==> src/smpf_pkg.sv <==
package smpf_pkg;

	// transform size limits
	localparam int unsigned MAX_FFT_LOG2 = 16;
	localparam int unsigned MIN_FFT_LOG2 = 4;

	// field widths
	localparam int unsigned PART_W     = 48;
	localparam int unsigned BIN_W      = 16;
	localparam int unsigned WIN_W      = 17;
	localparam int unsigned LOG2_W     = 5;
	localparam int unsigned SCALE_W    = 32;
	localparam int unsigned LEVEL_W    = 48;
	localparam int unsigned CFG_DATA_W = 32;
	localparam int unsigned CFG_IDX_W  = 2;

	// datapath widths
	localparam int unsigned MAG_W  = PART_W + 1;        // floor sqrt of a 97 bit sum
	localparam int unsigned SUM_W  = 2 * PART_W + 2;    // padded to an even bit count
	localparam int unsigned REM_W  = MAG_W + 3;
	localparam int unsigned PROD_W = MAG_W + SCALE_W;

	// level is Q32.16 with scale in Q0.32, so the product drops 16 + log2 N bits
	localparam int unsigned LEVEL_FRAC_SHIFT = 16;

	// bit-serial step counts
	localparam int unsigned SQ_STEPS    = PART_W;
	localparam int unsigned ROOT_STEPS  = MAG_W;
	localparam int unsigned SCALE_STEPS = SCALE_W;
	localparam int unsigned STEP_CNT_W  = 6;

	// register reset values
	localparam logic [WIN_W-1:0]   START_BIN_RST = WIN_W'(1);
	localparam logic [WIN_W-1:0]   END_BIN_RST   = WIN_W'(32768);
	localparam logic [LOG2_W-1:0]  FFT_LOG2_RST  = LOG2_W'(16);
	localparam logic [SCALE_W-1:0] SCALE_RST     = SCALE_W'(6842354);

	typedef enum logic [CFG_IDX_W-1:0] {
		CFG_START_BIN = 2'd0,
		CFG_END_BIN   = 2'd1,
		CFG_FFT_LOG2  = 2'd2,
		CFG_SCALE     = 2'd3
	} cfg_reg_t;

	typedef enum logic [2:0] {
		ST_IDLE,
		ST_SQUARE,
		ST_ROOT,
		ST_SCALE,
		ST_RESULT
	} state_t;

	typedef struct packed {
		logic load;
		logic sq_step;
		logic rt_step;
	} mag_ctrl_t;

endpackage

==> src/smpf_mag.sv <==
module smpf_mag (
	input  logic                                clk,
	input  smpf_pkg::mag_ctrl_t                 ctrl,
	input  logic signed [smpf_pkg::PART_W-1:0]  re_part,
	input  logic signed [smpf_pkg::PART_W-1:0]  im_part,
	output logic        [smpf_pkg::MAG_W-1:0]   mag
);

	localparam int unsigned PartW = smpf_pkg::PART_W;
	localparam int unsigned MagW  = smpf_pkg::MAG_W;
	localparam int unsigned SumW  = smpf_pkg::SUM_W;
	localparam int unsigned RemW  = smpf_pkg::REM_W;

	logic [PartW-1:0] abs_re;
	logic [PartW-1:0] abs_im;
	logic [PartW-1:0] are_q;
	logic [PartW-1:0] aim_q;
	logic [PartW-1:0] mre_q;
	logic [PartW-1:0] mim_q;
	logic [SumW-1:0]  acc_q;
	logic [SumW-1:0]  acc_next;
	logic [RemW-1:0]  rem_q;
	logic [RemW-1:0]  rem_shift;
	logic [RemW-1:0]  trial;
	logic [RemW-1:0]  rem_next;
	logic [MagW-1:0]  root_q;
	logic [MagW-1:0]  root_next;
	logic             fits;

	assign abs_re = re_part[PartW-1] ? (~re_part + 1'b1) : re_part;
	assign abs_im = im_part[PartW-1] ? (~im_part + 1'b1) : im_part;

	// msb-first shift-add, both squares summed in one accumulator
	always_comb begin
		acc_next = {acc_q[SumW-2:0], 1'b0}
			+ (mre_q[PartW-1] ? SumW'(are_q) : '0)
			+ (mim_q[PartW-1] ? SumW'(aim_q) : '0);
	end

	// restoring square root, one root bit per step
	always_comb begin
		rem_shift = {rem_q[RemW-3:0], acc_q[SumW-1 -: 2]};
		trial     = RemW'({root_q, 2'b01});
		fits      = (rem_shift >= trial);
		rem_next  = fits ? (rem_shift - trial) : rem_shift;
		root_next = {root_q[MagW-2:0], fits};
	end

	always_ff @(posedge clk) begin
		if (ctrl.load) begin
			are_q  <= abs_re;
			aim_q  <= abs_im;
			mre_q  <= abs_re;
			mim_q  <= abs_im;
			acc_q  <= '0;
			rem_q  <= '0;
			root_q <= '0;
		end else if (ctrl.sq_step) begin
			acc_q <= acc_next;
			mre_q <= {mre_q[PartW-2:0], 1'b0};
			mim_q <= {mim_q[PartW-2:0], 1'b0};
		end else if (ctrl.rt_step) begin
			acc_q  <= {acc_q[SumW-3:0], 2'b00};
			rem_q  <= rem_next;
			root_q <= root_next;
		end
	end

	assign mag = root_q;

endmodule

==> src/spectrum_magnitude_peak_finder.sv <==
// an accepted word inside the search window runs through the squarer, square root and scaler
// phases to the result state; a word outside the window goes straight to the result state
// one word at a time: the input stays closed until the result is loaded, which waits on out_ready;
// the bit-serial squarer takes 48 steps, the square root 49 and the scaler 32
// reset: arst_n clears control, the peak and the output valid at once and loads
// the register defaults (start 1, end 32768, log2 size 16, scale 6842354)
module spectrum_magnitude_peak_finder #(
	parameter int unsigned MaxFftLog2 = smpf_pkg::MAX_FFT_LOG2
) (
	input  logic                                   clk,
	input  logic                                   arst_n,
	// register writes
	input  logic                                   cfg_we,
	input  logic        [smpf_pkg::CFG_IDX_W-1:0]  cfg_index,
	input  logic        [smpf_pkg::CFG_DATA_W-1:0] cfg_data,
	// input word: one transform bin
	input  logic                                   in_valid,
	output logic                                   in_ready,
	input  logic signed [smpf_pkg::PART_W-1:0]     re_part,
	input  logic signed [smpf_pkg::PART_W-1:0]     im_part,
	input  logic        [smpf_pkg::BIN_W-1:0]      bin_index,
	input  logic                                   last_bin,
	// output word: level of the bin and the running peak
	output logic                                   out_valid,
	input  logic                                   out_ready,
	output logic        [smpf_pkg::LEVEL_W-1:0]    level,
	output logic                                   in_range,
	output logic        [smpf_pkg::LEVEL_W-1:0]    peak_level,
	output logic        [smpf_pkg::BIN_W-1:0]      peak_bin,
	output logic                                   frame_done
);

	localparam int unsigned WinW   = smpf_pkg::WIN_W;
	localparam int unsigned BinW   = smpf_pkg::BIN_W;
	localparam int unsigned Log2W  = smpf_pkg::LOG2_W;
	localparam int unsigned ScaleW = smpf_pkg::SCALE_W;
	localparam int unsigned LevelW = smpf_pkg::LEVEL_W;
	localparam int unsigned MagW   = smpf_pkg::MAG_W;
	localparam int unsigned ProdW  = smpf_pkg::PROD_W;
	localparam int unsigned CntW   = smpf_pkg::STEP_CNT_W;
	// window compare width: wide enough for the register and for N/2
	localparam int unsigned CmpW   = (MaxFftLog2 > WinW) ? MaxFftLog2 : WinW;
	localparam int unsigned ShW    = $clog2(smpf_pkg::LEVEL_FRAC_SHIFT + MaxFftLog2 + 1);

	// configuration registers
	logic [WinW-1:0]   start_bin_q;
	logic [WinW-1:0]   end_bin_q;
	logic [Log2W-1:0]  fft_log2_q;
	logic [ScaleW-1:0] scale_q;

	// control
	smpf_pkg::state_t    state_q;
	smpf_pkg::state_t    state_d;
	logic [CntW-1:0]     cnt_q;
	smpf_pkg::mag_ctrl_t mag_ctrl;
	logic                accept;
	logic                out_free;
	logic                sq_last;
	logic                root_last;
	logic                scale_last;
	logic                scale_load;
	logic                scale_step;
	logic                result_load;

	// word held while it is worked on
	logic [BinW-1:0] idx_q;
	logic            last_q;
	logic            inside_q;

	// window and scaling
	logic [Log2W-1:0]  k_eff;
	logic [CmpW-1:0]   half;
	logic [CmpW-1:0]   lo_b;
	logic [CmpW-1:0]   hi_b;
	logic [CmpW-1:0]   start_ext;
	logic [CmpW-1:0]   end_ext;
	logic [CmpW-1:0]   idx_ext;
	logic              inside_c;
	logic [ShW-1:0]    shift_amt;
	logic [ProdW-1:0]  prod_shifted;
	logic [LevelW-1:0] level_c;
	logic [MagW-1:0]   mag;
	logic [ScaleW-1:0] sc_q;
	logic [ProdW-1:0]  prod_q;

	// peak tracking
	logic [LevelW-1:0] best_level_q;
	logic [BinW-1:0]   best_bin_q;
	logic              take_peak;
	logic [LevelW-1:0] new_best_level;
	logic [BinW-1:0]   new_best_bin;

	// output register
	logic              out_valid_q;
	logic [LevelW-1:0] level_q;
	logic              in_range_q;
	logic [LevelW-1:0] peak_level_q;
	logic [BinW-1:0]   peak_bin_q;
	logic              frame_done_q;

	// ---------------------------------------------------------------------
	// register writes; indexes outside the list cannot be encoded
	// ---------------------------------------------------------------------
	always_ff @(posedge clk or negedge arst_n) begin
		if (!arst_n) begin
			start_bin_q <= smpf_pkg::START_BIN_RST;
			end_bin_q   <= smpf_pkg::END_BIN_RST;
			fft_log2_q  <= smpf_pkg::FFT_LOG2_RST;
			scale_q     <= smpf_pkg::SCALE_RST;
		end else if (cfg_we) begin
			unique case (smpf_pkg::cfg_reg_t'(cfg_index))
				smpf_pkg::CFG_START_BIN: start_bin_q <= cfg_data[WinW-1:0];
				smpf_pkg::CFG_END_BIN:   end_bin_q   <= cfg_data[WinW-1:0];
				smpf_pkg::CFG_FFT_LOG2:  fft_log2_q  <= cfg_data[Log2W-1:0];
				smpf_pkg::CFG_SCALE:     scale_q     <= cfg_data[ScaleW-1:0];
			endcase
		end
	end

	// ---------------------------------------------------------------------
	// search window: log2 size clamped to its range, both edges to 1..N/2
	// ---------------------------------------------------------------------
	always_comb begin
		if (fft_log2_q < Log2W'(smpf_pkg::MIN_FFT_LOG2)) begin
			k_eff = Log2W'(smpf_pkg::MIN_FFT_LOG2);
		end else if (fft_log2_q > Log2W'(MaxFftLog2)) begin
			k_eff = Log2W'(MaxFftLog2);
		end else begin
			k_eff = fft_log2_q;
		end

		half      = CmpW'(1) << (k_eff - 1'b1);
		start_ext = CmpW'(start_bin_q);
		end_ext   = CmpW'(end_bin_q);
		idx_ext   = CmpW'(bin_index);

		if (start_ext == '0) begin
			lo_b = CmpW'(1);
		end else if (start_ext > half) begin
			lo_b = half;
		end else begin
			lo_b = start_ext;
		end

		if (end_ext == '0) begin
			hi_b = CmpW'(1);
		end else if (end_ext > half) begin
			hi_b = half;
		end else begin
			hi_b = end_ext;
		end

		// an empty window matches nothing
		inside_c = (idx_ext >= lo_b) && (idx_ext < hi_b);
	end

	// ---------------------------------------------------------------------
	// sequencer
	// ---------------------------------------------------------------------
	assign accept     = in_valid && in_ready;
	assign out_free   = !out_valid_q || out_ready;
	assign sq_last    = (cnt_q == CntW'(smpf_pkg::SQ_STEPS - 1));
	assign root_last  = (cnt_q == CntW'(smpf_pkg::ROOT_STEPS - 1));
	assign scale_last = (cnt_q == CntW'(smpf_pkg::SCALE_STEPS - 1));

	always_comb begin
		state_d = state_q;
		unique case (state_q)
			smpf_pkg::ST_IDLE: begin
				if (in_valid) begin
					state_d = inside_c ? smpf_pkg::ST_SQUARE : smpf_pkg::ST_RESULT;
				end
			end
			smpf_pkg::ST_SQUARE: begin
				if (sq_last) begin
					state_d = smpf_pkg::ST_ROOT;
				end
			end
			smpf_pkg::ST_ROOT: begin
				if (root_last) begin
					state_d = smpf_pkg::ST_SCALE;
				end
			end
			smpf_pkg::ST_SCALE: begin
				if (scale_last) begin
					state_d = smpf_pkg::ST_RESULT;
				end
			end
			smpf_pkg::ST_RESULT: begin
				if (out_free) begin
					state_d = smpf_pkg::ST_IDLE;
				end
			end
			default: state_d = smpf_pkg::ST_IDLE;
		endcase
	end

	always_comb begin
		in_ready         = 1'b0;
		mag_ctrl.load    = 1'b0;
		mag_ctrl.sq_step = 1'b0;
		mag_ctrl.rt_step = 1'b0;
		scale_load       = 1'b0;
		scale_step       = 1'b0;
		result_load      = 1'b0;
		unique case (state_q)
			smpf_pkg::ST_IDLE: begin
				in_ready      = 1'b1;
				mag_ctrl.load = in_valid && inside_c;
			end
			smpf_pkg::ST_SQUARE: begin
				mag_ctrl.sq_step = 1'b1;
			end
			smpf_pkg::ST_ROOT: begin
				mag_ctrl.rt_step = 1'b1;
				scale_load       = root_last;
			end
			smpf_pkg::ST_SCALE: begin
				scale_step = 1'b1;
			end
			smpf_pkg::ST_RESULT: begin
				result_load = out_free;
			end
			default: ;
		endcase
	end

	always_ff @(posedge clk or negedge arst_n) begin
		if (!arst_n) begin
			state_q <= smpf_pkg::ST_IDLE;
			cnt_q   <= '0;
		end else begin
			state_q <= state_d;
			// step count restarts on every phase change
			if (state_d != state_q) begin
				cnt_q <= '0;
			end else begin
				cnt_q <= cnt_q + 1'b1;
			end
		end
	end

	// word fields kept for the result
	always_ff @(posedge clk) begin
		if (accept) begin
			idx_q    <= bin_index;
			last_q   <= last_bin;
			inside_q <= inside_c;
		end
	end

	// ---------------------------------------------------------------------
	// magnitude: squares summed bit-serially, then square root
	// ---------------------------------------------------------------------
	smpf_mag u_mag (
		.clk     (clk),
		.ctrl    (mag_ctrl),
		.re_part (re_part),
		.im_part (im_part),
		.mag     (mag)
	);

	// ---------------------------------------------------------------------
	// scaling: magnitude times scale, one scale bit per cycle, msb first
	// ---------------------------------------------------------------------
	always_ff @(posedge clk) begin
		if (scale_load) begin
			sc_q   <= scale_q;
			prod_q <= '0;
		end else if (scale_step) begin
			prod_q <= {prod_q[ProdW-2:0], 1'b0} + (sc_q[ScaleW-1] ? ProdW'(mag) : '0);
			sc_q   <= {sc_q[ScaleW-2:0], 1'b0};
		end
	end

	// drop 16 + log2 N fraction bits, saturate at full scale; words outside the window get level zero
	always_comb begin
		shift_amt    = ShW'(k_eff) + ShW'(smpf_pkg::LEVEL_FRAC_SHIFT);
		prod_shifted = prod_q >> shift_amt;
		if (!inside_q) begin
			level_c = '0;
		end else if (|prod_shifted[ProdW-1:LevelW]) begin
			level_c = '1;
		end else begin
			level_c = prod_shifted[LevelW-1:0];
		end
	end

	// ---------------------------------------------------------------------
	// peak: strictly larger wins, so ties keep the earlier bin
	// ---------------------------------------------------------------------
	always_comb begin
		take_peak      = inside_q && (level_c > best_level_q);
		new_best_level = take_peak ? level_c : best_level_q;
		new_best_bin   = take_peak ? idx_q : best_bin_q;
	end

	always_ff @(posedge clk or negedge arst_n) begin
		if (!arst_n) begin
			best_level_q <= '0;
			best_bin_q   <= '0;
		end else if (result_load) begin
			// frame end reports the peak and starts the next frame clean
			best_level_q <= last_q ? '0 : new_best_level;
			best_bin_q   <= last_q ? '0 : new_best_bin;
		end
	end

	// ---------------------------------------------------------------------
	// output register
	// ---------------------------------------------------------------------
	always_ff @(posedge clk or negedge arst_n) begin
		if (!arst_n) begin
			out_valid_q <= 1'b0;
		end else if (result_load) begin
			out_valid_q <= 1'b1;
		end else if (out_ready) begin
			out_valid_q <= 1'b0;
		end
	end

	always_ff @(posedge clk) begin
		if (result_load) begin
			level_q      <= level_c;
			in_range_q   <= inside_q;
			peak_level_q <= new_best_level;
			peak_bin_q   <= new_best_bin;
			frame_done_q <= last_q;
		end
	end

	assign out_valid  = out_valid_q;
	assign level      = level_q;
	assign in_range   = in_range_q;
	assign peak_level = peak_level_q;
	assign peak_bin   = peak_bin_q;
	assign frame_done = frame_done_q;

endmodule

==> config.mk <==
export PLATFORM = sky130hd
export DESIGN_NAME = spectrum_magnitude_peak_finder
export DESIGN_NICKNAME = d
export VERILOG_FILES = /design/src/smpf_pkg.sv /design/src/smpf_mag.sv /design/src/spectrum_magnitude_peak_finder.sv
export SDC_FILE = /design/constraint.sdc
export NUM_CORES = 2
export LEC_CHECK = 0
export BUFFER_PORTS_ARGS = -buffer_cell sky130_fd_sc_hd__buf_4
export CORE_ASPECT_RATIO = 2
export CORE_UTILIZATION = 40
export DETAILED_ROUTE_END_ITERATION = 12
export GPL_TIMING_DRIVEN = 1
export HOLD_SLACK_MARGIN = 0.12
export PLACE_DENSITY = 0.61
export SKIP_CTS_REPAIR_TIMING = 1
export SLEW_MARGIN = 40
export SYNTH_ARGS = -nofsm -noshare
export SYNTH_HDL_FRONTEND = slang
export SYNTH_HIERARCHICAL = 1
export SYNTH_SLANG_ARGS = --single-unit
==> constraint.sdc <==
create_clock -name clk -period 21.8 [get_ports clk]
set_input_delay 0 -clock clk [delete_from_list [all_inputs] [get_ports clk]]
set_output_delay 0 -clock clk [all_outputs]
set_load 0.01 [all_outputs]
* Word-level counts from Yosys, hierarchy flattened
Index checks and enable logic that the tools add are counted.
** Word-level totals
- Register bits after elaboration :: 779
- Input bits :: 152
- Logic and storage cells :: 122
** Cells by class
- $add $sub $neg :: 9
- Magnitude comparators :: 8
- Eq/ne operators :: 11
- Shift-type cells :: 2
- Muxes and demuxes :: 43
- Bitwise gates (word level) :: 3
- Reductions and logical operators :: 20
** Operators by type and width (number)
- $mux W48 :: 12
- $add A98 B98 Y98 :: 2
- $mux W98 :: 2
- $add A48 B1 Y48 const B :: 2
- $not A48 Y48 :: 2
- $add A81 B49 Y81 :: 1
- $shr A81 B6 Y81 :: 1
- $mux W17 :: 4
- $mux W32 :: 2
- $ge A52 B51 Y1 :: 1
- $mux W50 :: 1
- $sub A50 B50 Y50 :: 1
- $mux W49 :: 1
- $gt A48 B48 Y1 :: 1
- $gt A17 B17 Y1 :: 2
- $logic_not A17 Y1 :: 2
- $reduce_or A33 Y1 :: 1
- $mux W16 :: 2
- $mux W3 :: 6
- $ge A16 B17 Y1 :: 1
- $lt A16 B17 Y1 :: 1
- $shl A1 B5 Y17 const A :: 1
- $pmux W3 S5 :: 1
- $eq A6 B6 Y1 const B :: 2
- 23 further kinds :: 44

* Logic depth before layout (Yosys ltp)
- Depth in word-level cells :: 15
- Mapped depth :: 34
- Gate-level depth less buffers :: 29

* By module
The synthesis kept the hierarchy.
** Modules (own cells, without submodules)
- smpf_mag :: instances 1, cells an instance 2877, area each 25857.3 sq um, seq. area each 9709.3 sq um
- spectrum_magnitude_peak_finder :: instances 1, cells an instance 2653, area each 24916.4 sq um, seq. area each 10194.8 sq um

* Least setup slack after synthesis
OpenSTA, ideal clock, no wires.
- Path kind :: reg-to-reg
- Start point :: register fft_log2_q[4]
- End point :: register u_mag.mim_q[0] (enable)
- Setup time :: 0.498 ns
- Arrival time :: 13.457 ns
- Data required time :: 21.302 ns
- Setup slack :: 7.845 ns
- Stages on the path, launching flop included :: 32
- Cell sequence :: dfstp_2 -> buf_2 -> o21ba_2 -> nand2_1 -> buf_2 -> buf_2 -> buf_1 -> and3_1 -> inv_1 -> ha_1 -> and4_1 -> a21oi_1 -> o22ai_1 -> o311ai_0 -> nand2_1 -> buf_1 -> mux2_2 -> nand2_1 -> ha_1 -> a21oi_1 -> a21boi_0 -> o21ai_0 -> a21boi_0 -> o211ai_1 -> and3_1 -> o21ai_0 -> a211o_1 -> nor2_1 -> inv_1 -> nand2_1 -> clkbuf_1 -> clkbuf_1
** RTL lines
- from (decl) :: RTL line spectrum_magnitude_peak_finder.sv:48 : logic [Log2W-1:0] fft_log2_q;
- from (signal assigned) :: RTL line spectrum_magnitude_peak_finder.sv:108 : fft_log2_q <= smpf_pkg::FFT_LOG2_RST;
- from (signal assigned) :: RTL line spectrum_magnitude_peak_finder.sv:114 : smpf_pkg::CFG_FFT_LOG2: fft_log2_q <= cfg_data[Log2W-1:0];
- to (signal assigned) :: RTL line smpf_mag.sv:54 : mim_q <= abs_im;
- to (signal assigned) :: RTL line smpf_mag.sv:61 : mim_q <= {mim_q[PartW-2:0], 1'b0};
- to (decl) :: RTL line smpf_mag.sv:19 : logic [PartW-1:0] mim_q;

==> flow_metrics.tcl <==
set metrics [dict create \
    cts_sinks 779 \
    grt_pass1_vias 42360 \
    synth-edff-count 356 \
    cts_buffer_depth 3 \
    fin_nets 6328 \
    drv_slew 0 \
    worstPathMaxFanout 101 \
    setup_viol 0 \
    crit_path_start_kind "flip-flop" \
    grt_overflow 0 \
    tightest_slew_ps 886.5 \
    grt_max_degree 137 \
    whs_path_depth 3 \
    min_period_ps 8401 \
    rrSetupSlack_ps 13400 \
    place_area_sq_um 54160 \
    h-tree-depth 3 \
    async_reset_ff_frac 0.1861 \
    power_mw 6.935 \
    ir_worst_vdd_mv 0.07583 \
    synth.top_cell.area_share 0.2105 \
    reg2reg_depth 29 \
    ys_warn_count 6 \
    grt_pass1_wl_um 231900 \
    synth.area.top_cells "edfxtp_1 21%, dfxtp_1 11%, ha_1 6.5%" \
    start_util 0.4039 \
    root_buffer "clkbuf_16" \
    track_usage 0.2279 \
    p_per_area_nw_per_um2 116.6 \
    period_share 0.3854 \
    dp_cells 7181 \
    ys_seq_area_frac 0.3920 \
    routed_wirelength_um 151000 \
    synth_area_per_cell_sq_um 9.182 \
    io_buffers 267 \
    arrival_ps 8980 \
    drcViolationCount 0 \
    drt_iter0_markers 2031 \
    die_h_um 505.9 \
    power_leakage_nw 23.50 \
    detailedPlacementHpwl_um 109700 \
    ys_ff_latch 779 \
    die_w_um 253.9 \
    viasPerCell 5.645 \
    fin_area_sq_um 59490 \
    rsz0062_at_grt "no" \
    hold_path_class "in -> reg" \
    routabilityCongestion 0.9575 \
    grt_antenna_before_repair 2 \
    drive_above_1_share 0.1188 \
    dieArea_sq_um 128400 \
    critPathMaxStageDelay_ps 750 \
    rr_startpoint "fft_log2_q[3]$_DFFE_PN0P_" \
    ioPinCount 268 \
    synth_area_sq_um 50770 \
    layout_setup_ws_ps 13400 \
    hold_slack_ps 118.4 \
    status "finished clean" \
    yosys.area.top_type "edfxtp_1" \
    r2r_end "u_mag/acc_q[45]$_SDFFE_PP0P_" \
    worstSkewPairLatency_ps 700 \
    finClkSkew_ps 31.51 \
    finish.utilization 0.4733 \
    path_class "reg -> reg" \
    cts_tree "done" \
    worstSetupEndpointType "flip-flop" \
    stdcell_count 7601 \
    worstPathRequired_ps 22380 \
    setup_tns_ps 0 \
    dp_slack_ps 13380 \
    yosysUniqueCellTypes 96 \
    avgRoutedWirePerCell_um 19.86 \
    drtAntennaViolNets 0 \
    drt-pass1-iter-count 7 \
    path_clk_slew_ps 70 \
    min-delay-start "cfg_data[11]" \
    fmax_mhz 119.0 \
    crit_slowest_cell "nor4_1" \
    hold_end "start_bin_q[11]$_DFFE_PN0P_" \
    cts_made_buffers 77 \
    synth_flop_cell "edfxtp_1" \
    synthesis.instances 5530 \
    syn2layout_area_growth_pct 17.18 \
    rows 184 \
    slew_headroom 0.4037 \
    routed-via-count 42910 \
    core_area_sq_um 125700 \
    drv_cap 0 \
    hold_viol 0 \
]
## cell usage in the layout (no fill, tap or decap), drive strengths merged, types with 86 or more instances in the layout
master,n
and2,176
xor2,101
edfxtp,356
nand2,575
dfxtp,278
a21o,116
xnor2,149
nand4,86
mux2,165
o21ai,286
dlygate4sd3,274
mux2i,225
clkbuf,96
a21oi,450
nand3,116
nor2,459
a211oi,128
inv,195
buf,328
dfrtp,129
ha,265
## state kept, by name, summed over array words and instances (netlist names), 16 cells and up
name and flops:
u_mag/acc_q 98, prod_q 81, u_mag/rem_q 50, u_mag/mag 49
best_level_q 48, level 48, peak_level 48, u_mag/aim_q 48
u_mag/are_q 48, u_mag/mim_q 48, u_mag/mre_q 48, sc_q 32
scale_q 32, end_bin_q 17, start_bin_q 17, best_bin_q 16
idx_q 16, peak_bin 16
## worst max path at each step
stage | end | startpoint | cells past startpoint
after floorplan | u_mag/mim_q[0]$_SDFFCE_PN0P_ | fft_log2_q[4]$_DFFE_PN1P_ | 31
after global placement | u_mag/acc_q[45]$_SDFFE_PP0P_ | fft_log2_q[3]$_DFFE_PN0P_ | 29
after detailed placement | u_mag/acc_q[45]$_SDFFE_PP0P_ | fft_log2_q[3]$_DFFE_PN0P_ | 29
after CTS | u_mag/acc_q[45]$_SDFFE_PP0P_ | fft_log2_q[3]$_DFFE_PN0P_ | 29
after global routing | u_mag/acc_q[45]$_SDFFE_PP0P_ | fft_log2_q[3]$_DFFE_PN0P_ | 29
final | u_mag/acc_q[45]$_SDFFE_PP0P_ | fft_log2_q[3]$_DFFE_PN0P_ | 29
## worst max-delay path: cells and delay by family (launching register included)
kind | cells | cell delay [ps]
mux | 1 | 430
compound gates | 13 | 2590
fa+ha+maj | 2 | 600
simple gates | 9 | 3070
flops | 1 | 390
buf+inv | 4 | 1150
## area by class of cell
type	count	area, sq um
Clock inverter	46	483.0
Tap cell	1674	2095
Multi-Input combinational cell	4211	28930
Antenna cell	2	5.005
Timing Repair Buffer	602	5320
Inverter	191	721.9
Fill cell	11930	66210
Sequential cell	779	19910
Clock buffer	96	2038
## synth_stat cells, types with 29 or more instances
| cell | count |
|---|---|
| dfrtp_1 | 129 |
| mux2i_1 | 225 |
| a22o_1 | 49 |
| a21oi_1 | 450 |
| xor2_1 | 101 |
| dfxtp_1 | 278 |
| fa_1 | 49 |
| clkbuf_1 | 284 |
| inv_1 | 190 |
| nor3_1 | 58 |
| buf_2 | 29 |
| mux2_2 | 165 |
| and2_1 | 175 |
| and3_1 | 60 |
| o21ai_0 | 286 |
| o211ai_1 | 30 |
| buf_1 | 34 |
| nand2b_1 | 34 |
| edfxtp_1 | 356 |
| nor2b_1 | 71 |
| nand2_1 | 575 |
| a211oi_1 | 128 |
| nand3_1 | 116 |
| or3_1 | 41 |
| xnor2_1 | 149 |
| nand4_1 | 86 |
| nor2_1 | 458 |
| nor4_1 | 29 |
| o31ai_1 | 42 |
| a31oi_1 | 71 |
| a21o_1 | 116 |
| ha_1 | 265 |
## cells by family (layout without fill, tap and decap cells)
kind of cell | Yosys count | in the layout | synth area share
AOI/OAI and AO/OA | 1432 | 1432 | 0.1806
and+or+nand+nor | 1806 | 1806 | 0.1718
DFF | 779 | 779 | 0.3920
other | 2 | 10 | 0.0001479
muxes | 401 | 401 | 0.08583
buffers and inverters | 546 | 935 | 0.04179
adders and majority gates | 314 | 314 | 0.08462
xor gates and xnor gates | 250 | 250 | 0.04312
## metal layers
metal  global-route usage  wire, um  vias to the layer above
met3              0.02390      5130                      419
li1                     -         -                    20770
met2               0.4455     83160                     1104
met4               0.1422      9706                        0
met5                    0         0                        -
met1               0.2234     52980                    20610
## report_power, final
| group | total, mW | internal (mW) | switching [mW] |
|---|---|---|---|
| sequential | 2.32 | 2.02 | 0.292 |
| combinational | 3.25 | 1.32 | 1.93 |
| clock | 1.37 | 0.746 | 0.621 |
(Power assumes the default switching activity.)
